File: src/rtl/psdl_pkg.sv
// Package for the plucked-string delay loop: widths, function and op codes,
// register indexes, state encodings and the queue entry type.
// No dependencies; every other file of the block imports it.
`timescale 1ns / 1ps
`default_nettype none

package psdl_pkg;

    localparam int TABLE_DEPTH_DEF = 1024;
    localparam int SAMPLE_W        = 16;
    localparam int FUNC_W          = 2;
    localparam int TABLE_LENGTH_W  = 11;
    localparam int GAIN_W          = 16;
    localparam int CFG_INDEX_W     = 1;
    localparam int CFG_DATA_W      = 16;
    localparam int PROD_W          = SAMPLE_W + 1 + GAIN_W + 1;
    localparam int QUOT_W          = PROD_W - 16;

    localparam logic [GAIN_W-1:0] GAIN_ONE        = 16'd32768;
    localparam logic [TABLE_LENGTH_W-1:0] LEN_RST = 11'd100;

    localparam logic [FUNC_W-1:0] FUNC_START = 2'd0;
    localparam logic [FUNC_W-1:0] FUNC_LOAD  = 2'd1;
    localparam logic [FUNC_W-1:0] FUNC_GEN   = 2'd2;

    localparam logic [CFG_INDEX_W-1:0] REG_TABLE_LENGTH = 1'd0;
    localparam logic [CFG_INDEX_W-1:0] REG_LOOP_GAIN    = 1'd1;

    typedef enum logic [1:0] {
        OP_START,
        OP_LOAD,
        OP_GEN
    } op_t;

    typedef enum logic {
        BK_ISSUE,
        BK_CALC
    } back_state_t;

    typedef struct packed {
        op_t                 op;
        logic [SAMPLE_W-1:0] data;
    } q_entry_t;

endpackage

`default_nettype wire

File: src/rtl/psdl_queue.sv
// Two-entry queue between the front end and the back end of the delay loop.
// Generic payload width; uses psdl_pkg only for the common import style.
`timescale 1ns / 1ps
`default_nettype none

module psdl_queue
    import psdl_pkg::*;
#(
    parameter int WIDTH = 8
) (
    input  wire logic             aclk,
    input  wire logic             aresetn,
    input  wire logic             push,
    input  wire logic [WIDTH-1:0] push_data,
    output logic                  full,
    input  wire logic             pop,
    output logic                  not_empty,
    output logic [WIDTH-1:0]      pop_data
);

    logic [WIDTH-1:0] slot_reg [2];
    logic             wr_ptr_reg, wr_ptr_next;
    logic             rd_ptr_reg, rd_ptr_next;
    logic [1:0]       count_reg, count_next;
    logic             do_push, do_pop;

    assign full      = (count_reg == 2'd2);
    assign not_empty = (count_reg != 2'd0);
    assign pop_data  = slot_reg[rd_ptr_reg];
    assign do_push   = push && !full;
    assign do_pop    = pop && not_empty;

    always_comb begin
        wr_ptr_next = do_push ? !wr_ptr_reg : wr_ptr_reg;
        rd_ptr_next = do_pop ? !rd_ptr_reg : rd_ptr_reg;
        count_next  = count_reg + 2'(do_push) - 2'(do_pop);
    end

    always_ff @(posedge aclk) begin
        if (do_push) begin
            slot_reg[wr_ptr_reg] <= push_data;
        end
    end

    always_ff @(posedge aclk) begin
        if (!aresetn) begin
            wr_ptr_reg <= 1'b0;
            rd_ptr_reg <= 1'b0;
            count_reg  <= 2'd0;
        end else begin
            wr_ptr_reg <= wr_ptr_next;
            rd_ptr_reg <= rd_ptr_next;
            count_reg  <= count_next;
        end
    end

endmodule

`default_nettype wire

File: config.mk
export PLATFORM = sky130hd
export DESIGN_NAME = psdl_queue
export DESIGN_NICKNAME = d
export VERILOG_FILES = /design/src/rtl/psdl_pkg.sv /design/src/rtl/psdl_queue.sv
export SDC_FILE = /design/constraint.sdc
export NUM_CORES = 1
export LEC_CHECK = 0
export ABC_AREA = 1
export BUFFER_PORTS_ARGS = -buffer_cell sky130_fd_sc_hd__buf_2
export CORE_MARGIN = 3
export CORE_UTILIZATION = 53
export CTS_CLUSTER_DIAMETER = 100
export CTS_CLUSTER_SIZE = 20
export DETAILED_ROUTE_END_ITERATION = 8
export GPL_ROUTABILITY_DRIVEN = 0
export PLACE_DENSITY_LB_ADDON = 0.2
export SYNTH_ARGS = -nofsm -noshare
export SYNTH_HDL_FRONTEND = slang
export SYNTH_SLANG_ARGS = --single-unit
export TNS_END_PERCENT = 1
File: constraint.sdc
create_clock -name aclk -period 3.7 [get_ports aclk]
set_clock_uncertainty 0.1 [all_clocks]
set_input_delay 0.555 -clock aclk [delete_from_list [all_inputs] [get_ports aclk]]
set_output_delay 0.555 -clock aclk [all_outputs]
set_load 0.02 [all_outputs]
* Yosys cells after proc, flatten, opt, wreduce, memory -nomap -nowiden
Memories as Yosys holds them, arrays and structs flattened. A register that Yosys moved wholly into a read port is not among the register bits.
Cells that the tools add are included.
** Storage, ports and cells
- RAM bits :: 16
- Output and inout port bits :: 10
- Memories kept :: 1
- Input port bits :: 12
- Register bits :: 4
** Memory list
- slot_reg :: words 2, bits a word 8, read ports 1, clocked after Yosys merged registers in 1, wr ports 1, line psdl_queue.sv:21 : logic [WIDTH-1:0] slot_reg [2];
** Operators by class
- Eq/ne operators :: 1
- Add/sub/neg operators :: 2
- Mux-type cells :: 4
- Reductions and logical operators :: 6
** Operator list (number)
- two-way mux 1 bit :: 4
- zero test 1 bit :: 3
- adder 2 x 1 -> 2 bit :: 1
- == test 2 bit, second input constant :: 1
- logical AND 1 bit :: 2
- nonzero test 2 bit :: 1
- subtractor 2 x 1 -> 2 bit :: 1

* Depth between registers and ports, before layout
Gate-level depths: netlist of run 1.
- Depth after elaboration :: 5
- Mapped depth :: 11
- Depth with buffers taken out :: 11

* Least setup slack after synthesis of run 1
OpenSTA, ideal clock, no wires.
- Kind :: input port to flip-flop
- Start :: input pop
- End :: register count_reg[1]
- Library setup time :: 115 ps
- Buffers on the path :: 0
- Arrival time :: 1366 ps
- Slack :: 2119 ps
- Data required time :: 3485 ps
- Stages on the path :: 9
- Cell sequence :: inv_1 nor2_2 ha_1 inv_1 ha_1 inv_1 nand2_1 a21oi_1 nor2_1
** Between the ends
- Cells in the longest elaborated chain, start to end :: 2
** Ends and longest elaborated chain
- start: declaration :: line psdl_queue.sv:16 : input wire logic pop,
- logical AND 1 bit :: line psdl_queue.sv:31 : assign do_pop = pop && not_empty;
- net do_pop :: line psdl_queue.sv:25 : logic do_push, do_pop;
- subtractor 2 x 1 -> 2 bit :: line psdl_queue.sv:36 : count_next = count_reg + 2'(do_push) - 2'(do_pop);
- end signal: assignment :: line psdl_queue.sv:53 : count_reg <= count_next;
- end: declaration :: line psdl_queue.sv:24 : logic [1:0] count_reg, count_next;
The timed path passes the listed nets, and every way through them passes these cells.
A chain may end at the register's enable or synchronous reset.

==> summary.txt, run 1 <==
Crit path max fanout -> 8
VDD IR max -> 0.480 mV
Synth Warn # -> 0
Slowest library cell on the worst path -> dfxtp_1
CTS tree -> yes
Input/output buffers -> 21
Cell count after synthesis -> 62
Gr ovfl total -> 0
Combinational family with the most area after synthesis -> multiplexers
Final WL -> 1.23 mm
Crit path max-delay family -> flip-flops
Outcome -> finished clean
Worst Max-Slew Pin Slew -> 0.653 ns
Final setup viols -> 0
Starting Density -> 60.7%
Total number of vias -> 496
Die area -> 2140 sq um
PostCTS Resize Cnt -> 0
Worst Setup Start Kind -> flip-flop
Synth Area in Compound Gates -> 1.17%
Max FFs per register -> 16
CP Buf/Inv Count -> 1
Count of final hold-check violations -> 0
CP Cell Sequence -> mux2_4, buf_2
Initial antenna violation count -> 0
Arr. time, crit path -> 1.43 ns
Synth Area in Simple Gates -> 9.48%
Clock sink count -> 21
Post-CTS Setup Bufs -> 0
Final min period -> 2.08 ns
Area of the core -> 1420 sq um
Synth cell types -> 11
Crit path required time -> 3.04 ns
CTS max path bufs -> 2
Dpl cell area -> 971 sq um
DPL Wire Length -> 969 microns
DR DRC count -> 0
Hold Crit Class -> in2reg
Area Overhead vs Synth -> 16.2%
Root Buffer -> clkbuf_4
Total CTS buffers -> 3
Number of H-tree levels -> 1
Lkg Pwr -> 0.457 nW
Syn Area/Cell -> 13.8 sq um
Max-slew violations -> 0
CP max stage delay -> 0.64 ns
Critical path type -> reg2out
IO Pins -> 22
DRT antenna net count -> 0
Power Dens Cells -> 675 nW/um^2
Final Instance Area -> 997 sq um
FF+latch count, synth -> 21
Reg clk slew, reported paths -> 0.10 ns
Skew-Pair Late Insertion Delay -> 0.29 ns
XOR/XNOR Fraction of Synth Area -> 0%
F_max -> 0.480 GHz
Per-cell routed wire length -> 12.1 microns
GRT Resource Usage Total -> 13.6%
Setup TNS Final -> 0 ns
Row cnt -> 13
Share of cells above drive strength 1 -> 38.4%
Chip width -> 46.2 microns
Mux contribution to synthesized area -> 14.0%
Netlist Area Pre-Place -> 858 sq um
Synth Net Count -> 76
Adder-Cell Fraction of Synth Area -> 2.92%
Seq/Total Area, Yosys -> 67.6%
Crit end category -> primary output
Initial DRC Count -> 8
Die Y -> 46.2 microns
ANT cells -> 0
Period utilization -> 56.3%
Max Cap Violations -> 0
Vias in the first global route -> 450
DRT Pass-1 Iters -> 3
Largest net degree at the start of global routing -> 12
CTS Hold Bufs -> 0
Final #Nets -> 101
Vias per cell -> 4.91
RSZ-0062 raised after global routing -> false
First-pass GRT wire length -> 1.90 mm
Relative max-transition margin -> 56.3%
area by class of cell:
cell class	instances	area, sq um
clock buffer	4	26.3
multi-input combinational	32	236
timing repair buffer	21	105
sequential	21	581
fill	101	418
inverter	8	30.0
tap	15	18.8
cell families after synthesis:
logic type | after synthesis
DFF | 21
muxes | 8
adders and majority gates | 2
and+or+nand+nor | 20
buffers and inverters | 9
AOI/OAI and AO/OA | 2
power by group:
group          leakage [nW]  switching [mW]  internal (mW)
logic                 0.251           0.135          0.103
registers             0.191          0.0318          0.302
clock network        0.0150          0.0590         0.0419
total                 0.457           0.226          0.447
cell usage in the layout, fill, tap and decap left out:
master    instances
buf_2            21
edfxtp_1         16
nand2_1           9
inv_1             8
mux2_4            8
nor2_1            7
dfxtp_1           5
nand3_1           3
clkbuf_4          3
a21oi_1           2
ha_1              2
nor2_2            1
clkbuf_1          1
layer usage:
| layer | global-route usage (%) | share of wire (%) | vias up |
|---|---|---|---|
| met5 | 0 | 0 | - |
| met4 | 5.11 | 0.98 | 0 |
| met3 | 5.86 | 6.3 | 2 |
| met2 | 24.2 | 53 | 15 |
| met1 | 14.0 | 39 | 220 |
| li1 | - | - | 259 |
synth_stat cells:
library cell	n	area, sq um
edfxtp_1	16	480
nand2_1	9	33.8
inv_1	8	30.0
mux2_4	8	120
nor2_1	7	26.3
dfxtp_1	5	100
nand3_1	3	15.0
a21oi_1	2	10.0
ha_1	2	25.0
buf_6	1	11.3
nor2_2	1	6.26
path summary, 6_finish.rpt:
| check | from | end | slack, ns | cells after the start |
|---|---|---|---|---|
| setup / recovery | flip-flop | pop_data[2] | 1.62 | 2 |
| hold / removal | push_data[2] | slot_reg[1][2] | 0.35 | 1 |
| setup reg to reg | count_reg[0] | count_reg[1] | 2.01 | 10 |
| hold reg to reg | rd_ptr_reg | rd_ptr_reg | 0.42 | 2 |
per-stage QoR:
step / setup WS (ns) / util (%) / std cells / total power [mW] / hold WS, ns
5_1_grt: 1.55 / 70.5 / 101 / 0.721 / 0.314
2_1_floorplan: 2.12 / - / 62 / 0.519 / 0.367
3_5_place_dp: 1.89 / 68.6 / 97 / 0.581 / 0.400
4_1_cts: 1.59 / 70.5 / 101 / 0.682 / 0.337
6_report: 1.62 / 70.5 / 101 / 0.674 / 0.348
3_3_place_gp: 1.94 / 68.6 / 97 / 0.571 / 0.388
Power figures use the tool's default switching activity.
==> run 2: changes to the inputs <==
- CORE_UTILIZATION: 53 -> 50
- clock period: 3.7 -> 2.1 ns (I/O delays scaled with it)
==> run 2 against run 1 <==
  * Hold slack worse by 0.24 ns
  * Register-to-register slack worse by 1.5 ns
  * Combinational power is 77% higher
  * Critical path type unchanged
  * Critical endpoint unchanged
  * Highest routed layer unchanged
==> summary.txt, run 2 (synthesis gave the netlist of run 1 again) <==
Area Overhead vs Synth -> 17.2%
Seq pwr share -> 49.4%
Int Pwr -> 0.793 mW
Share of cells above drive strength 1 -> 39.1%
CTS Hold Bufs -> 0
Count of final hold-check violations -> 0
DRT Pass-1 Iters -> 4
F_max -> 0.536 GHz
Worst Setup Start Kind -> flip-flop
Critical R2R Launch -> count_reg[0]
Final min period -> 1.87 ns
M1 WL -> 532 microns
Vias per cell -> 4.99
Clock sink count -> 21
Max Cap Violations -> 0
Post-CTS Setup Bufs -> 0
WL met3 -> 69 microns
R2r endpoint -> count_reg[1]
CTS tree -> yes
DRT antenna net count -> 0
Cells after DPL -> 99
Combinational fraction of design power -> 35.4%
VDD IR max -> 0.711 mV
Lkg Pwr -> 0.462 nW
ANT cells -> 0
Outcome -> finished clean
Max FFs per register -> 16
# fillers -> 126
Arr. time, crit path -> 1.45 ns
Crit path max fanout -> 8
Skew-Pair Late Insertion Delay -> 0.29 ns
Period utilization -> 88.9%
Power Dens Cells -> 1190 nW/um^2
Final WL -> 1.23 mm
Routed length on met2 -> 614 microns
Final setup viols -> 0
Multi-input logic area -> 236 sq um
Worst reg-to-reg setup slack -> 0.49 ns
Die Y -> 47.4 microns
Top layer in use -> met4
Reg clk slew, reported paths -> 0.10 ns
Gr ovfl total -> 0
Most common cell after layout, fill and taps aside -> buf_2
Setup TNS Final -> 0 ns
Crit path required time -> 1.68 ns
CTS max path bufs -> 2
Chip width -> 47.4 microns
Die area -> 2250 sq um
Input/output buffers -> 21
Area of the core -> 1560 sq um
Post-route insts no fill -> 103
Starting Density -> 55.1%
GRT Resource Usage Total -> 12.1%
DR DRC count -> 0
PostCTS Resize Cnt -> 0
Initial antenna violation count -> 0
IO Pins -> 22
Root Buffer -> clkbuf_4
Crit end category -> primary output
Post-layout util -> 64.5%
Number of H-tree levels -> 1
RSZ-0062 raised after global routing -> false
Most frequent cells in the layout -> 21 x buf_2, 16 x edfxtp_1, 9 x nand2_1, 8 x inv_1, 8 x mux2_4
Worst Max-Slew Pin Slew -> 0.498 ns
Worst-case reg-to-reg path depth -> 10
Dpl cell area -> 980 sq um
Crit path to -> pop_data[2]
Hold Crit Class -> in2reg
Clock power frac -> 15.3%
Max-slew violations -> 0
Row cnt -> 14
Total number of vias -> 514
DPL Wire Length -> 912 microns
Relative max-transition margin -> 66.7%
Final Instance Area -> 1010 sq um
Vias in the first global route -> 442
Initial DRC Count -> 15
Final #Nets -> 102
Total CTS buffers -> 3
Per-cell routed wire length -> 12.0 microns
HP Start -> push_data[7]
Largest net degree at the start of global routing -> 12
Sw Share -> 33.6%
Net switching power -> 0.401 mW
Register cell area after layout -> 581 sq um
First-pass GRT wire length -> 1.76 mm
Critical path type -> reg2out
## run 2: worst min-delay path by stage
stage | slack (ns) | cells past startpoint | end
3_3_place_gp | 0.39 | 2 | rd_ptr_reg
4_1_cts | 0.09 | 1 | slot_reg[1][0]
3_5_place_dp | 0.39 | 2 | flip-flop
5_1_grt | 0.08 | 1 | slot_reg[1][0]
2_1_floorplan | 0.31 | 2 | count_reg[0]
6_report | 0.10 | 1 | slot_reg[1][7]
## run 2: layout make-up
type / instances / share of cell area (%)
flip-flops and latches: 21 / 57.7
multi-input cells: 32 / 23.5
repair buffers: 22 / 11.2
inverters: 8 / 2.99
clock buffers: 4 / 2.61
well taps: 16 / 1.99
## run 2: power groups by stage
stage | sequential (mW) | clock [mW] | combinational, mW
finish | 0.589 | 0.183 | 0.422
global route | 0.596 | 0.208 | 0.468
CTS | 0.590 | 0.192 | 0.426
detailed placement | 0.599 | 0 | 0.426
global placement | 0.596 | 0 | 0.420
floorplan | 0.568 | 0 | 0.347
## run 2: routing by layer
metal,GRT usage (%),vias to the layer above
met1,12.7,241
met3,5.26,2
met2,19.5,13
li1,-,258
met4,8.29,0
met5,0,-
## run 2: metrics by stage
| stage | hold WS (ns) | setup slack [ns] | total power [mW] |
|---|---|---|---|
| final | 0.104 | 0.234 | 1.19 |
| after floorplan | 0.308 | 0.612 | 0.914 |
| after detailed placement | 0.392 | 0.509 | 1.02 |
| after CTS | 0.0914 | 0.201 | 1.21 |
| after global routing | 0.0783 | 0.160 | 1.27 |
| after global placement | 0.386 | 0.542 | 1.02 |
## run 2: worst max-delay path: stages, from the launching register on
cell	delay, ns
dfxtp_1	0.65
mux2_4	0.35
buf_2	0.16
