`src/rtl/psdl_pkg.sv`:
```
// Package for the plucked-string delay loop: widths, function and op codes,
// register indexes, state encodings and the queue entry type.
// No dependencies; every other file of the block imports it.
`timescale 1ns / 1ps
`default_nettype none

package psdl_pkg;

    localparam int TABLE_DEPTH_DEF = 1024;
    localparam int SAMPLE_W        = 16;
    localparam int FUNC_W          = 2;
    localparam int TABLE_LENGTH_W  = 11;
    localparam int GAIN_W          = 16;
    localparam int CFG_INDEX_W     = 1;
    localparam int CFG_DATA_W      = 16;
    localparam int PROD_W          = SAMPLE_W + 1 + GAIN_W + 1;
    localparam int QUOT_W          = PROD_W - 16;

    localparam logic [GAIN_W-1:0] GAIN_ONE        = 16'd32768;
    localparam logic [TABLE_LENGTH_W-1:0] LEN_RST = 11'd100;

    localparam logic [FUNC_W-1:0] FUNC_START = 2'd0;
    localparam logic [FUNC_W-1:0] FUNC_LOAD  = 2'd1;
    localparam logic [FUNC_W-1:0] FUNC_GEN   = 2'd2;

    localparam logic [CFG_INDEX_W-1:0] REG_TABLE_LENGTH = 1'd0;
    localparam logic [CFG_INDEX_W-1:0] REG_LOOP_GAIN    = 1'd1;

    typedef enum logic [1:0] {
        OP_START,
        OP_LOAD,
        OP_GEN
    } op_t;

    typedef enum logic {
        BK_ISSUE,
        BK_CALC
    } back_state_t;

    typedef struct packed {
        op_t                 op;
        logic [SAMPLE_W-1:0] data;
    } q_entry_t;

endpackage

`default_nettype wire

```
`src/rtl/psdl_front.sv`:
```
// Front end: accepts input requests, keeps the play and load positions and
// turns each request into a queue entry with its table address. Uses psdl_pkg.
`timescale 1ns / 1ps
`default_nettype none

module psdl_front
    import psdl_pkg::*;
#(
    parameter int TABLE_DEPTH = TABLE_DEPTH_DEF,
    parameter int AW          = $clog2(TABLE_DEPTH)
) (
    input  wire logic                      aclk,
    input  wire logic                      aresetn,
    input  wire logic                      s_tvalid,
    output logic                           s_tready,
    input  wire logic [FUNC_W-1:0]         func,
    input  wire logic [SAMPLE_W-1:0]       excitation,
    input  wire logic [TABLE_LENGTH_W-1:0] table_length,
    input  wire logic                      q_full,
    output logic                           push,
    output q_entry_t                       push_entry,
    output logic [AW-1:0]                  push_addr
);

    localparam int LW = (AW + 1 > TABLE_LENGTH_W) ? AW + 1 : TABLE_LENGTH_W;

    logic [AW-1:0] play_pos_reg, play_pos_next;
    logic [AW-1:0] load_pos_reg, load_pos_next;
    logic [LW-1:0] len_ext, eff_len;
    logic [LW-1:0] play_idx, load_idx, play_inc, load_inc;
    logic          accept;

    assign s_tready = !q_full;
    assign accept   = s_tvalid && s_tready;
    assign len_ext  = LW'(table_length);

    // Length zero acts as one, and a length past the table acts as the table depth.
    always_comb begin
        if (len_ext == '0) begin
            eff_len = LW'(1);
        end else if (len_ext > LW'(TABLE_DEPTH)) begin
            eff_len = LW'(TABLE_DEPTH);
        end else begin
            eff_len = len_ext;
        end
    end

    // A position left past a shortened length wraps to zero before use.
    always_comb begin
        play_idx = (LW'(play_pos_reg) >= eff_len) ? '0 : LW'(play_pos_reg);
        load_idx = (LW'(load_pos_reg) >= eff_len) ? '0 : LW'(load_pos_reg);
        play_inc = play_idx + LW'(1);
        load_inc = load_idx + LW'(1);
    end

    always_comb begin
        play_pos_next   = play_pos_reg;
        load_pos_next   = load_pos_reg;
        push            = 1'b0;
        push_entry.op   = OP_START;
        push_entry.data = excitation;
        push_addr       = '0;
        if (accept) begin
            case (func)
                FUNC_START: begin
                    play_pos_next = '0;
                    load_pos_next = '0;
                    push          = 1'b1;
                end
                FUNC_LOAD: begin
                    push_entry.op = OP_LOAD;
                    push_addr     = load_idx[AW-1:0];
                    load_pos_next = (load_inc >= eff_len) ? '0 : load_inc[AW-1:0];
                    push          = 1'b1;
                end
                FUNC_GEN: begin
                    push_entry.op = OP_GEN;
                    push_addr     = play_idx[AW-1:0];
                    play_pos_next = (play_inc >= eff_len) ? '0 : play_inc[AW-1:0];
                    push          = 1'b1;
                end
                default: begin
                    push = 1'b0;
                end
            endcase
        end
    end

    always_ff @(posedge aclk) begin
        if (!aresetn) begin
            play_pos_reg <= '0;
            load_pos_reg <= '0;
        end else begin
            play_pos_reg <= play_pos_next;
            load_pos_reg <= load_pos_next;
        end
    end

endmodule

`default_nettype wire

```
`config.mk`:
```
export PLATFORM = sky130hd
export DESIGN_NAME = psdl_front
export DESIGN_NICKNAME = d
export VERILOG_FILES = /design/src/rtl/psdl_pkg.sv /design/src/rtl/psdl_front.sv
export SDC_FILE = /design/constraint.sdc
export NUM_CORES = 1
export LEC_CHECK = 0
export ABC_AREA = 1
export BUFFER_PORTS_ARGS = -buffer_cell sky130_fd_sc_hd__buf_4
export CAP_MARGIN = 20
export CORE_MARGIN = 2
export CORE_UTILIZATION = 51
export CTS_CLUSTER_SIZE = 25
export DETAILED_ROUTE_END_ITERATION = 6
export HOLD_SLACK_MARGIN = 0.02
export PLACE_DENSITY = 0.79
export SLEW_MARGIN = 10
export SYNTH_ARGS = -nofsm -noshare
export SYNTH_HDL_FRONTEND = slang
export SYNTH_SLANG_ARGS = --single-unit
```
`constraint.sdc`:
```
create_clock -name aclk -period 3.61 [get_ports aclk]
set_input_delay 0.1805 -clock aclk [delete_from_list [all_inputs] [get_ports aclk]]
set_output_delay 0.1805 -clock aclk [all_outputs]
set_load 0.005 [all_outputs]
```
## After elaboration in Yosys (flattened, before gate mapping)

Cells that the tools add are included.

| cells by class | value |
|---|---|
| mux-type cells | 14 |
| $add $sub $neg | 2 |
| order comparisons | 5 |
| reductions and logical operators | 9 |
| equality and inequality tests | 2 |

Operators by type and width:

| operator | count |
|---|---|
| case mux 10 bit (2 select lines) | 3 |
| two-way mux 10 bit | 5 |
| adder 10 x 1 -> 11 bit, second input constant | 2 |
| greater-or-equal comparator 10 x 11 -> 1 bit | 2 |
| greater-or-equal comparator 11 bit | 2 |
| two-way mux 11 bit | 2 |
| greater-than comparator 11 bit, second input constant | 1 |
| logical NOT 11 bit | 1 |
| case mux 2 bit (2 select lines) | 1 |
| AND reduction 2 bit | 2 |
| nonzero test 2 bit | 2 |
| OR reduction 3 bit | 1 |
| equality test 2 x 1 -> 1 bit, second input constant | 1 |
| equality test 2 bit, second input constant | 1 |
| logical NOT 2 bit | 1 |
| two-way mux 1 bit | 2 |
| two-way mux 2 bit | 1 |
| logical AND 1 bit | 1 |
| logical NOT 1 bit | 1 |

| word-level totals | value |
|---|---|
| flip-flop bits (word level) | 20 |
| output and inout port bits | 30 |
| logic and storage cells | 34 |

## Depth between registers and ports, before layout

Gate-level depths: netlist of run 1.

| logic depth | value |
|---|---|
| depth in word-level cells | 9 |
| gate-level depth with buffers | 30 |

## Worst setup path after synthesis of run 1

Ideal clock, no wire load.

| timing | value |
|---|---|
| kind | input to register |
| start point | in table_length[2] |
| end point | reg play_pos_reg[0] |
| path slack | -370 ps |
| cell stages on the path | 28 |
| arrival | 3909 ps |
| library setup time | 70 ps |
| required time | 3540 ps |
| cells stage by stage | nor4_1 nand3_1 nand2_1 nand2_1 ha_1 nand2_1 inv_1 nand2_1 nand2_1 nand2_1 nand2_1 nor2_2 buf_6 inv_4 nor2_1 ha_1 nand3_1 nor2_4 nand3_1 and2_1 ha_1 a21oi_1 o21ai_0 nand2_1 nand3_1 nor3_2 o21ai_0 a21oi_1 |

| on the way | value |
|---|---|
| word-level cells in the longest chain between the ends | 9 |
| elaborated cells on any way between the ends | 10 |

Ends and longest elaborated chain:

| what | line | RTL |
|---|---|---|
| start: declaration | psdl_front.sv:18 | `input wire logic [TABLE_LENGTH_W-1:0] table_length,` |
| greater-than comparator 11 bit | psdl_front.sv:41 | `end else if (len_ext > LW'(TABLE_DEPTH)) begin` |
| two-way mux 11 bit | psdl_front.sv:41 |  |
| two-way mux 11 bit * | psdl_front.sv:39 | `if (len_ext == '0) begin` |
| greater-or-equal comparator 10 x 11 -> 1 bit | psdl_front.sv:50 | `play_idx = (LW'(play_pos_reg) >= eff_len) ? '0 : LW'(play_pos_reg);` |
| two-way mux 10 bit | psdl_front.sv:50 |  |
| adder 10 x 1 -> 11 bit | psdl_front.sv:52 | `play_inc = play_idx + LW'(1);` |
| greater-or-equal comparator 11 bit | psdl_front.sv:79 | `play_pos_next = (play_inc >= eff_len) ? '0 : play_inc[AW-1:0];` |
| two-way mux 10 bit * | psdl_front.sv:79 |  |
| case mux 10 bit (2 select lines) * | psdl_front.sv:64 | `case (func)` |
| end signal: assignment | psdl_front.sv:94 | `play_pos_reg <= play_pos_next;` |
| end: declaration | psdl_front.sv:27 | `logic [AW-1:0] play_pos_reg, play_pos_next;` |

Every way passes the cells marked *; elsewhere a longest branch is shown, timed or not.
A chain may end at the register's enable or synchronous reset.

## Final worst setup path of run 1

| timing | value |
|---|---|
| start point | in table_length[5] |
| end point | reg load_pos_reg[4] |

| on the way | value |
|---|---|
| word-level cells in the longest chain between the ends | 9 |
| elaborated cells on any way between the ends | 10 |

Ends and longest elaborated chain:

| what | line | RTL |
|---|---|---|
| greater-than comparator 11 bit | psdl_front.sv:41 |  |
| two-way mux 11 bit | psdl_front.sv:41 |  |
| two-way mux 11 bit * | psdl_front.sv:39 |  |
| greater-or-equal comparator 10 x 11 -> 1 bit | psdl_front.sv:51 | `load_idx = (LW'(load_pos_reg) >= eff_len) ? '0 : LW'(load_pos_reg);` |
| two-way mux 10 bit | psdl_front.sv:51 |  |
| adder 10 x 1 -> 11 bit | psdl_front.sv:53 | `load_inc = load_idx + LW'(1);` |
| greater-or-equal comparator 11 bit | psdl_front.sv:73 | `load_pos_next = (load_inc >= eff_len) ? '0 : load_inc[AW-1:0];` |
| two-way mux 10 bit * | psdl_front.sv:73 |  |
| case mux 10 bit (2 select lines) * | psdl_front.sv:64 |  |
| end signal: assignment | psdl_front.sv:95 | `load_pos_reg <= load_pos_next;` |
| end: declaration | psdl_front.sv:28 | `logic [AW-1:0] load_pos_reg, load_pos_next;` |

Marks and branches as above.

==> metrics, run 1 <==
outcome=finished with violations; violations in the final reports=DRC, setup timing; wire length reported by the detailed router=12.9 mm; clock edge transition at the registers on the reported setup and hold paths=90 ps; Crit Path Max Fanout=6; synthesized netlist cell count=approximately 460; proportion of synthesized chip area in sequential cells=between 10% and 20%; largest net degree at the start of global routing=21; last weighted congestion value of the routability-driven placer=0.963; commonest non-fill, non-tap cell in the layout=sky130_fd_sc_hd__nand2_1; cell internal power dissipation=0.000399 W; area of the core=5470 µm²; global-route wire length before repair=17.8 mm; clock network fraction of design power=26.0%; net count reported at finish=646; filler-free cell count of the finished design=roughly 630; CTS Hold Bufs=0; TritonRoute pass-1 iters=7; synthesized net count=540; cell type with the highest aggregate area in the netlist=sky130_fd_sc_hd__ha_1; Crit path top cell by count=sky130_fd_sc_hd__nand2_1; critical path launch point type=input port; complex-gate fraction of the synthesized area=roughly 11%; mux cell area share after synthesis=0%; Yosys top cell area share=a little over a fifth; data arrival at the endpoint of the critical path=between 4000 and 5000 ps; number of maximum-capacitance violations=0; ratio of cells with drive above 1 in the final layout=40.6%; final critical-path required period=4100 ps; number of standard-cell rows in the floorplan=27; detailed-placement wirelength estimate=7.39 mm; critical path's largest stage delay=between 300 and 400 ps; clock buffer depth=2; proportion of register bits with asynchronous set or reset after synthesis=0%; critical-path cell with the highest stage delay=sky130_fd_sc_hd__nor4_4; DRC violations left=4; Die Outline Area=approximately 6300 µm²; setup ws final=-485 ps; initial cell density of the core=52.6%; total clock sinks=20; Leakage=2.10 nW; slew at the pin closest to its max-slew limit=roughly 930 ps; number of antenna violations at the first check in global routing=0; maximum resistive drop on vdd=~160 µV; most frequent cells in the layout=sky130_fd_sc_hd__nand2_1, sky130_fd_sc_hd__buf_4, sky130_fd_sc_hd__inv_1, sky130_fd_sc_hd__a21oi_1, sky130_fd_sc_hd__ha_1; Tot Pwr=0.000624 W; max-slew violation count=0; total routing usage reported by global routing=36.5%; mean instance size in the synthesized netlist=6.30 µm²; 1st-iter DRT viols=402; unrepaired setup endpoints after global routing=yes; number of storage elements in the synthesis netlist=20; library cell used as clock root buffer=sky130_fd_sc_hd__clkbuf_8; area of the mapped netlist=2880 µm²; fraction of the mapped netlist area in adder cells=a little over a fifth; combinational power share=~39%; Hold Vio Cnt, Final=0; number of buffers created by CTS=3; growth of design area from synthesis to finish=55.6%; number of different library cells in the post-synthesis netlist=32; most frequently used flop master after synthesis=sky130_fd_sc_hd__dfxtp_1; share of synthesized cell area in and, or, nand and nor gates=around two fifths; top cells by area in the synthesized netlist=sky130_fd_sc_hd__ha_1, sky130_fd_sc_hd__nand2_1, sky130_fd_sc_hd__dfxtp_1; switching power of the nets=0.000225 W; Fmax=about 240 MHz; final setup violating endpoints=20; TritonCTS clock tree=yes; clock latency on the worst-skew pair=270 ps; Crit Path Class=in2reg; DR vias/cell=6.05; Port Buffers=30; largest family of logic cells by synthesized area=simple AND/OR/NAND/NOR gates; number of placed I/O pins=63; type of the most critical hold path=in2out; Avg WL per Cell=about 20 µm; total of warnings raised by yosys=0; number of flops mapped to enable cells by yosys=0; power density over cell area=~140 nW/µm²; synthesized-area fraction occupied by xor and xnor cells=roughly 1.7%; H-tree depth=1; via count of the first global-routing pass=between 3000 and 4000; worst max-slew margin expressed relative to the limit=37.7%; remaining global-route overflow=0; Horiz. Die Dim=a little under 80 µm; switching part of the total power=36.1%; via count=between 3000 and 4000; share of the clock period used by the worst path=113%; Antenna Nets Post-Route=0; die height=79.1 µm; Max Clock Skew=0.957 ps; Placed Cells incl. Taps=620; required time reported for the critical path endpoint=3800 ps; ANT cells=0; sequential group share of total power=35.5%; Worst Setup End Kind=flip-flop
-- layer usage --
layer,global-route usage [%],vias up,share of wire (%)
met1,37.9,1741,33
met2,66.9,279,48
met3,8.64,136,9.0
li1,-,1674,-
met4,20.9,0,10
met5,0,-,0
-- power by group through the flow --
stage	combinational, W	clock [W]	sequential (W)
after detailed placement	0.000180	0	0.000227
final	0.000240	0.000162	0.000222
after global placement	0.000175	0	0.000227
after global routing	0.000251	0.000169	0.000222
after floorplan	0.000113	0	0.000227
after CTS	0.000207	0.000160	0.000222
-- final timing paths --
check	start	end	slack, ps	cells after the start
worst max-delay path	table_length[5]	load_pos_reg[4]$_SDFFE_PN0P_	-490	28
worst min-delay path	excitation[0]	push_entry[0]	360	0
worst min register to register	play_pos_reg[0]$_SDFFE_PN0P_	play_pos_reg[0]$_SDFFE_PN0P_	490	2
worst max register to register	load_pos_reg[4]$_SDFFE_PN0P_	load_pos_reg[4]$_SDFFE_PN0P_	-130	23
-- final cells by class --
| type | instances | area, µm² |
|---|---|---|
| Clock buffer | 3 | 41.3 |
| Tap cell | 72 | 90.1 |
| Sequential cell | 20 | 400 |
| Inverter | 58 | 230 |
| Timing Repair Buffer | 122 | 961 |
| Fill cell | 335 | 993 |
| Multi-Input combinational cell | 358 | 2760 |
-- synthesized netlist by cell type (5+ instances only) --
| library cell | n |
|---|---|
| sky130_fd_sc_hd__o21ai_0 | 9 |
| sky130_fd_sc_hd__and2_1 | 6 |
| sky130_fd_sc_hd__nand3_1 | 31 |
| sky130_fd_sc_hd__nor2_1 | 36 |
| sky130_fd_sc_hd__ha_1 | 50 |
| sky130_fd_sc_hd__nand2_1 | 139 |
| sky130_fd_sc_hd__buf_4 | 16 |
| sky130_fd_sc_hd__dfxtp_1 | 20 |
| sky130_fd_sc_hd__nor2_4 | 7 |
| sky130_fd_sc_hd__inv_1 | 53 |
| sky130_fd_sc_hd__a21oi_1 | 45 |
| sky130_fd_sc_hd__nand4_1 | 5 |
-- cell families (layout without fill, tap and decap cells) --
group / Yosys count / count (layout)
DFF: 20 / 20
buffers and inverters: 80 / 183
and+or+nand+nor: 241 / 242
adders and majority gates: 50 / 50
xor gates and xnor gates: 4 / 4
AOI/OAI and AO/OA: 62 / 62
-- timing repair --
item,4_1_cts,5_1_grt
gates cloned,1,0
buffers inserted,5,4
hold endpoints to repair,0,0
gates resized for setup,49,37
setup endpoints to repair,20,20
pin swaps,25,16
-- critical path: cells and delay by family --
family	cells	cell delay (ps)
compound gates	2	290
fa+ha+maj	2	490
buf+inv	4	500
simple gates	20	2790
-- per-stage QoR --
stage / hold WS (ps) / setup slack (ps) / utilization, % / setup TNS [ps] / cell area, µm²
finish: 361 / -485 / 81.8 / -7360 / 4480
global route: 361 / -604 / 81.8 / -11100 / 4480
CTS: 361 / -56.7 / 77.6 / -313 / 4250
detailed placement: 361 / -521 / 70.5 / -9920 / 3860
global placement: 361 / -431 / 70.5 / -7160 / 3860
floorplan: 395 / -165 / - / -1520 / 3080
Power figures use the tool's default switching activity.
==> inputs of run 2 (changes only) <==
--- a/config.mk
+++ b/config.mk
@@ -8,7 +8,8 @@
 export ABC_AREA = 1
 export BUFFER_PORTS_ARGS = -buffer_cell sky130_fd_sc_hd__buf_4
 export CAP_MARGIN = 20
-export CORE_MARGIN = 2
+export CORE_ASPECT_RATIO = 1.1
+export CORE_MARGIN = 4
 export CORE_UTILIZATION = 51
 export CTS_CLUSTER_SIZE = 25
 export DETAILED_ROUTE_END_ITERATION = 6
==> run 2 against run 1 <==
  * The flow finishes with violations (setup timing)
  * Utilization is 10 points higher
  * Clock power is 27% higher
  * Combinational power is 22% higher
  * Sequential share of layout area is 0.95 points lower
==> metrics, run 2 (synthesis results as in run 1) <==
setup ws final=-692 ps (was -485 ps); number of standard-cell rows in the floorplan=28 (was 27); DRC violations left=0 (was 4); Tot Pwr=0.000719 W (was 0.000624 W); Worst Setup End Kind=flip-flop (unchanged); required time reported for the critical path endpoint=3830 ps (was 3800 ps); hold path start=excitation[12] (was excitation[0]); Port Buffers=30 (unchanged); worst hold path endpoint=push_entry[12] (was push_entry[0]); area taken by flip-flops and latches=400 µm² (unchanged); initial cell density of the core=53.0% (was 52.6%); DR vias/cell=6.74 (was 6.05); ANT cells=0 (unchanged); violations in the final reports=setup timing (was DRC, setup timing); Avg WL per Cell=26.0 µm (was 20.4 µm); maximum resistive drop on vdd=182 µV (was 156 µV); net count reported at finish=671 (was 646); clock edge transition at the registers on the reported setup and hold paths=90 ps (about the same); Horiz. Die Dim=79.6 µm (was 79.1 µm); Fmax=232 MHz (was 244 MHz); type of the most critical hold path=in2out (unchanged); number of maximum-capacitance violations=0 (unchanged); sequential group share of total power=30.9% (was 35.5%); data arrival at the endpoint of the critical path=4520 ps (was 4290 ps); routed wl met2=7.71 mm (was 6.16 mm); largest net degree at the start of global routing=21 (unchanged); worst reg2reg endpoint=play_pos_reg[5]$_SDFFE_PN0P_ (was load_pos_reg[4]$_SDFFE_PN0P_); most frequent cells in the layout=sky130_fd_sc_hd__buf_4, sky130_fd_sc_hd__nand2_1, sky130_fd_sc_hd__inv_1, sky130_fd_sc_hd__a21oi_1, sky130_fd_sc_hd__ha_4 (was sky130_fd_sc_hd__nand2_1, sky130_fd_sc_hd__buf_4, sky130_fd_sc_hd__inv_1, sky130_fd_sc_hd__a21oi_1, sky130_fd_sc_hd__ha_1); share of the clock period used by the worst path=119% (was 113%); clock buffer depth=2 (unchanged); Crit Path Class=in2reg (unchanged); TritonRoute pass-1 iters=7 (unchanged); slew at the pin closest to its max-slew limit=969 ps (was 929 ps); area of the core=5430 µm² (was 5470 µm²); placement-stage worst setup slack=-572 ps (was -521 ps); Antenna Nets Post-Route=0 (unchanged); clock latency on the worst-skew pair=300 ps (was 270 ps); combinational power share=40.6% (was 38.5%); kind of cell adding the most delay to the critical path=simple AND/OR/NAND/NOR gates (unchanged); fill cell instance count of the final layout=187 (was 335); last weighted congestion value of the routability-driven placer=0.947 (was 0.963); met3 routed wirelength=1.92 mm (was 1.17 mm); slack of the worst reg-to-reg path=-250 ps (was -130 ps); global-route wire length before repair=20.0 mm (was 17.8 mm); worst hold path cell count=0 (unchanged); buffering stage count on the worst path with inverters included=5 (was 4); ratio of cells with drive above 1 in the final layout=50.8% (was 40.6%); uppermost signal routing layer after detailed routing=met4 (unchanged); via count of the first global-routing pass=4092 (was 3710); final critical-path required period=4300 ps (was 4100 ps); worst max-slew margin expressed relative to the limit=35.0% (was 37.7%); clock network fraction of design power=28.5% (was 26.0%); number of placed I/O pins=63 (unchanged); switching power of the nets=0.000276 W (was 0.000225 W); Crit Path Max Fanout=6 (unchanged); cell internal power dissipation=0.000443 W (was 0.000399 W); total routing usage reported by global routing=37.9% (was 36.5%); footprint of the multi-input gates=3040 µm² (was 2760 µm²); growth of design area from synthesis to finish=74.1% (was 55.6%); Leakage=2.22 nW (was 2.10 nW); number of antenna violations at the first check in global routing=0 (unchanged); Crit path top cell by count=sky130_fd_sc_hd__nand2_2 (was sky130_fd_sc_hd__nand2_1); final setup violating endpoints=21 (was 20); total clock sinks=20 (unchanged); Hold Vio Cnt, Final=0 (unchanged); remaining global-route overflow=0 (unchanged); unrepaired setup endpoints after global routing=yes (unchanged); Met1 Wirelength=5.33 mm (was 4.27 mm); library cell used as clock root buffer=sky130_fd_sc_hd__clkbuf_8 (unchanged); critical-path cell with the highest stage delay=sky130_fd_sc_hd__nor4_4 (unchanged); origin of the critical flop-to-flop path=play_pos_reg[6]$_SDFFE_PN0P_ (was load_pos_reg[4]$_SDFFE_PN0P_); Worst Hold Slack=361 ps (unchanged); number of buffers created by CTS=3 (unchanged); power density over cell area=144 nW/µm² (was 139 nW/µm²); wire length reported by the detailed router=17.2 mm (was 12.9 mm); H-tree depth=1 (unchanged); critical path launch point type=input port (unchanged); critical path's largest stage delay=390 ps (was 310 ps); 1st-iter DRT viols=544 (was 402); via count=4459 (was 3830); Die Outline Area=6910 µm² (was 6260 µm²); CTS Hold Bufs=0 (unchanged); TritonCTS clock tree=yes (unchanged); detailed-placement wirelength estimate=7.78 mm (was 7.39 mm); switching part of the total power=38.4% (was 36.1%); outcome=finished with violations (unchanged); max-slew violation count=0 (unchanged); die height=86.8 µm (was 79.1 µm); commonest non-fill, non-tap cell in the layout=sky130_fd_sc_hd__buf_4 (was sky130_fd_sc_hd__nand2_1); Max Clock Skew=17.3 ps (was 0.957 ps); Worst R2R Path Depth=24 (was 23)
run 2: changes by cell type in the layout (fill, tap and decap cells not counted), moves of 6 or more:
cell                      delta
sky130_fd_sc_hd__buf_4      +17
sky130_fd_sc_hd__nand2_1    -13
sky130_fd_sc_hd__nand2_2    +13
sky130_fd_sc_hd__nand3_1     -9
sky130_fd_sc_hd__buf_6       +7
sky130_fd_sc_hd__nand3_2     +7
sky130_fd_sc_hd__ha_1        -6
run 2: power groups by stage:
stage          sequential (W)  combinational (W)  clock [W]
5_1_grt              0.000222           0.000299   0.000211
4_1_cts              0.000222           0.000219   0.000189
3_3_place_gp         0.000227           0.000180          0
6_report             0.000222           0.000292   0.000205
3_5_place_dp         0.000227           0.000186          0
2_1_floorplan        0.000227           0.000113          0
run 2: routing by layer:
metal  GRT usage [%]  up-vias
li1                -     1730
met1            37.3     1992
met2            68.0      489
met3            7.80      248
met4            30.3        0
met5           0.769        -
run 2: per-stage QoR:
step	setup TNS (ps)	util, %	instances	area, µm²
floorplan	-1520	-	457	3080
global placement	-6870	72.5	631	3940
detailed placement	-9830	72.5	631	3940
CTS	-44.0	83.1	654	4510
global route	-22560	92.3	662	5010
finish	-12440	92.3	662	5010
run 2: worst reg2reg max path, delay by kind of cell, from the launching register on:
kind | cells | cell delay (ps)
fa+ha+maj | 3 | 660
simple gates | 13 | 1460
flops | 1 | 500
buf+inv | 4 | 510
compound gates | 4 | 650
run 2: timing repair:
item / CTS / global route
setup buffers: 18 / 8
pin swaps: 43 / 53
endpoints found under the hold margin: 0 / 0
gates resized for setup: 68 / 78
setup endpoints to repair: 20 / 20
cloned: 1 / 0
run 2: worst max path at each step:
stage | from | end | slack [ps] | cells past startpoint
2_1_floorplan | table_length[2] | play_pos_reg[6]$_SDFFE_PN0P_ | -160 | 28
3_3_place_gp | table_length[6] | play_pos_reg[5]$_SDFFE_PN0P_ | -410 | 30
3_5_place_dp | table_length[2] | play_pos_reg[5]$_SDFFE_PN0P_ | -570 | 30
4_1_cts | table_length[9] | play_pos_reg[5]$_SDFFE_PN0P_ | -20 | 29
5_1_grt | table_length[6] | play_pos_reg[1]$_SDFFE_PN0P_ | -1180 | 29
6_report | table_length[6] | play_pos_reg[5]$_SDFFE_PN0P_ | -690 | 29
run 2: final cells by class:
cell class | count | share of cell area (%)
multi-input cells | 358 | 60.7
clock buffers | 4 | 1.10
well taps | 75 | 1.87
flip-flops and latches | 20 | 7.99
repair buffers | 147 | 23.8
inverters | 58 | 4.54
==> inputs of run 3 (changes only) <==
--- a/config.mk
+++ b/config.mk
@@ -8,13 +8,14 @@
 export ABC_AREA = 1
 export BUFFER_PORTS_ARGS = -buffer_cell sky130_fd_sc_hd__buf_4
 export CAP_MARGIN = 20
-export CORE_ASPECT_RATIO = 1.1
+export CORE_ASPECT_RATIO = 1.5
 export CORE_MARGIN = 4
 export CORE_UTILIZATION = 51
 export CTS_CLUSTER_SIZE = 25
 export DETAILED_ROUTE_END_ITERATION = 6
 export HOLD_SLACK_MARGIN = 0.02
 export PLACE_DENSITY = 0.79
+export RECOVER_POWER = 25
 export SLEW_MARGIN = 10
 export SYNTH_ARGS = -nofsm -noshare
 export SYNTH_HDL_FRONTEND = slang
==> run 3 against run 2 <==
  * The run ends with DRC, setup timing left
  * Sequential share of layout area decreased by 0.091 points
  * Routed wire length fell by 2.8%
  * Global-route usage up 0.51 points
  * Utilization about the same
  * Final area rose by 1.1%
  * Register-to-register slack lost 120 ps
  * Critical endpoint is now play_pos_reg[0]$_SDFFE_PN0P_
  * Final cell count decreased by 1.2%
  * Critical path type unchanged
  * Clock skew is 16 ps lower
  * Via count down 3.4%
==> metrics, run 3 (synthesis results as in run 1) <==
outcome=finished with violations (unchanged); violations in the final reports=DRC, setup timing (was setup timing); final setup violating endpoints=20 (was 21); number of standard-cell rows in the floorplan=33 (was 28); Port Buffers=30 (unchanged); worst hold path endpoint=push_entry[12] (unchanged); most frequent cells in the layout=sky130_fd_sc_hd__buf_4, sky130_fd_sc_hd__nand2_1, sky130_fd_sc_hd__inv_1, sky130_fd_sc_hd__a21oi_1, sky130_fd_sc_hd__ha_4 (unchanged); Worst Setup End Kind=flip-flop (unchanged); sequential group share of total power=32.6% (was 30.9%); Crit path top cell by count=sky130_fd_sc_hd__nand3_1 (was sky130_fd_sc_hd__nand2_2); clock network fraction of design power=24.8% (was 28.5%); power density over cell area=134 nW/µm² (was 144 nW/µm²); origin of the critical flop-to-flop path=play_pos_reg[2]$_SDFFE_PN0P_ (was play_pos_reg[6]$_SDFFE_PN0P_); final critical-path required period=4460 ps (was 4300 ps); DR vias/cell=6.59 (was 6.74); net count reported at finish=669 (was 671); slack of the worst reg-to-reg path=-370 ps (was -250 ps); library cell used as clock root buffer=sky130_fd_sc_hd__clkbuf_8 (unchanged); share of the clock period used by the worst path=123% (was 119%); die height=100 µm (was 86.8 µm); clock edge transition at the registers on the reported setup and hold paths=90 ps (about the same); setup ws final=-847 ps (was -692 ps); total clock sinks=20 (unchanged); growth of design area from synthesis to finish=76.1% (was 74.1%); largest net degree at the start of global routing=21 (unchanged); clock latency on the worst-skew pair=270 ps (was 300 ps); Fmax=224 MHz (was 232 MHz); hold path start=excitation[12] (unchanged); global-route wire length before repair=20.9 mm (was 20.0 mm); Crit Path Class=in2reg (unchanged); Worst Setup SP=table_length[6] (unchanged); data arrival at the endpoint of the critical path=4650 ps (was 4520 ps); commonest non-fill, non-tap cell in the layout=sky130_fd_sc_hd__buf_4 (unchanged); Post-Route Setup TNS=-15960 ps (was -12440 ps); ANT cells=0 (unchanged); H-tree depth=1 (unchanged); area of the core=5490 µm² (was 5430 µm²); fill cell instance count of the final layout=190 (was 187); worst reg2reg endpoint=play_pos_reg[0]$_SDFFE_PN0P_ (was play_pos_reg[5]$_SDFFE_PN0P_); DRC violations left=25 (was 0); filler-free cell count of the finished design=654 (was 662); remaining global-route overflow=0 (unchanged); wire length reported by the detailed router=16.7 mm (was 17.2 mm); Hold Vio Cnt, Final=0 (unchanged); Leakage=2.28 nW (was 2.22 nW); CTS Hold Bufs=0 (unchanged); type of the most critical hold path=in2out (unchanged); maximum resistive drop on vdd=142 µV (was 182 µV); TritonCTS clock tree=yes (unchanged); max-slew violation count=0 (unchanged); via count of the first global-routing pass=4191 (was 4092); cell internal power dissipation=0.000419 W (was 0.000443 W); number of buffers created by CTS=3 (unchanged); detailed-placement wirelength estimate=7.73 mm (was 7.78 mm); TritonRoute pass-1 iters=7 (unchanged); combinational power share=42.7% (was 40.6%); Antenna Nets Post-Route=0 (unchanged); total routing usage reported by global routing=38.4% (was 37.9%); via count=4308 (was 4459); switching power of the nets=0.000262 W (was 0.000276 W); switching part of the total power=38.5% (was 38.4%); cell area after layout=5070 µm² (was 5010 µm²); clock buffer depth=2 (unchanged); slew at the pin closest to its max-slew limit=961 ps (was 969 ps); Horiz. Die Dim=69.3 µm (was 79.6 µm); Placed Cells incl. Taps=615 (was 631); required time reported for the critical path endpoint=3800 ps (was 3830 ps); initial cell density of the core=52.4% (was 53.0%); critical path launch point type=input port (unchanged); dpl cell area=3860 µm² (was 3940 µm²); number of maximum-capacitance violations=0 (unchanged); Avg WL per Cell=25.6 µm (was 26.0 µm); critical-path cell with the highest stage delay=sky130_fd_sc_hd__nor4_4 (unchanged); Worst R2R Path Depth=23 (was 24); Crit Path Max Fanout=5 (was 6); worst max-slew margin expressed relative to the limit=35.9% (was 35.0%); Die Outline Area=6940 µm² (was 6910 µm²); worst hold path cell count=0 (unchanged); last weighted congestion value of the routability-driven placer=0.964 (was 0.947); critical path's largest stage delay=340 ps (was 390 ps); number of antenna violations at the first check in global routing=0 (unchanged); unrepaired setup endpoints after global routing=yes (unchanged); 1st-iter DRT viols=581 (was 544); Max Clock Skew=1.11 ps (was 17.3 ps); ratio of cells with drive above 1 in the final layout=52.4% (was 50.8%); number of placed I/O pins=63 (unchanged)
run 3: power groups by stage:
stage | clock network (W) | registers (W) | logic, W
6_report | 0.000169 | 0.000222 | 0.000291
5_1_grt | 0.000169 | 0.000222 | 0.000299
4_1_cts | 0.000160 | 0.000222 | 0.000226
3_5_place_dp | 0 | 0.000227 | 0.000181
3_3_place_gp | 0 | 0.000227 | 0.000174
2_1_floorplan | 0 | 0.000227 | 0.000113
run 3: critical path, delay by kind of cell:
kind | cells | cell delay (ps)
buffers and inverters | 9 | 940
AND/OR/NAND/NOR | 12 | 2060
adder cells (fa/ha/maj) | 3 | 640
XOR/XNOR | 1 | 120
AO/OA/AOI/OAI | 5 | 710
run 3: layout make-up:
class	count	area [µm²]	share of cell area, %
Multi-Input combinational cell	358	3080	60.8
Timing Repair Buffer	145	1220	24.1
Sequential cell	20	400	7.90
Inverter	58	234	4.62
Tap cell	70	87.6	1.73
Clock buffer	3	41.3	0.815
run 3: routing by layer:
metal  vias to the layer above  part of all wire [%]  global-route usage [%]
met1                      1938                    31                    38.8
met3                       193                    11                    6.31
met5                         -                     0                       0
li1                       1733                     -                       -
met2                       444                    46                    69.0
met4                         0                    12                    30.8
run 3: worst max-delay path by stage:
stage | to | slack, ps | depth (start not counted)
after floorplan | play_pos_reg[6]$_SDFFE_PN0P_ | -160 | 28
after global placement | load_pos_reg[8]$_SDFFE_PN0P_ | -480 | 30
after detailed placement | load_pos_reg[5]$_SDFFE_PN0P_ | -620 | 30
after CTS | play_pos_reg[8]$_SDFFE_PN0P_ | -150 | 29
after global routing | play_pos_reg[0]$_SDFFE_PN0P_ | -1030 | 30
final | play_pos_reg[0]$_SDFFE_PN0P_ | -850 | 30
run 3: through the flow:
stage | setup WS, ps | utilization, % | hold WS, ps | total power [W]
global route | -1030 | 92.3 | 361 | 0.000690
CTS | -153 | 85.1 | 361 | 0.000608
detailed placement | -625 | 70.3 | 361 | 0.000408
floorplan | -165 | - | 395 | 0.000340
finish | -847 | 92.3 | 361 | 0.000682
global placement | -485 | 70.3 | 361 | 0.000401
run 3: what timing repair did:
action / 4_1_cts / 5_1_grt
cloned: 2 / 0
resized for setup: 98 / 73
pin swaps: 64 / 63
buffers inserted: 23 / 12
endpoints found under the setup margin: 20 / 20
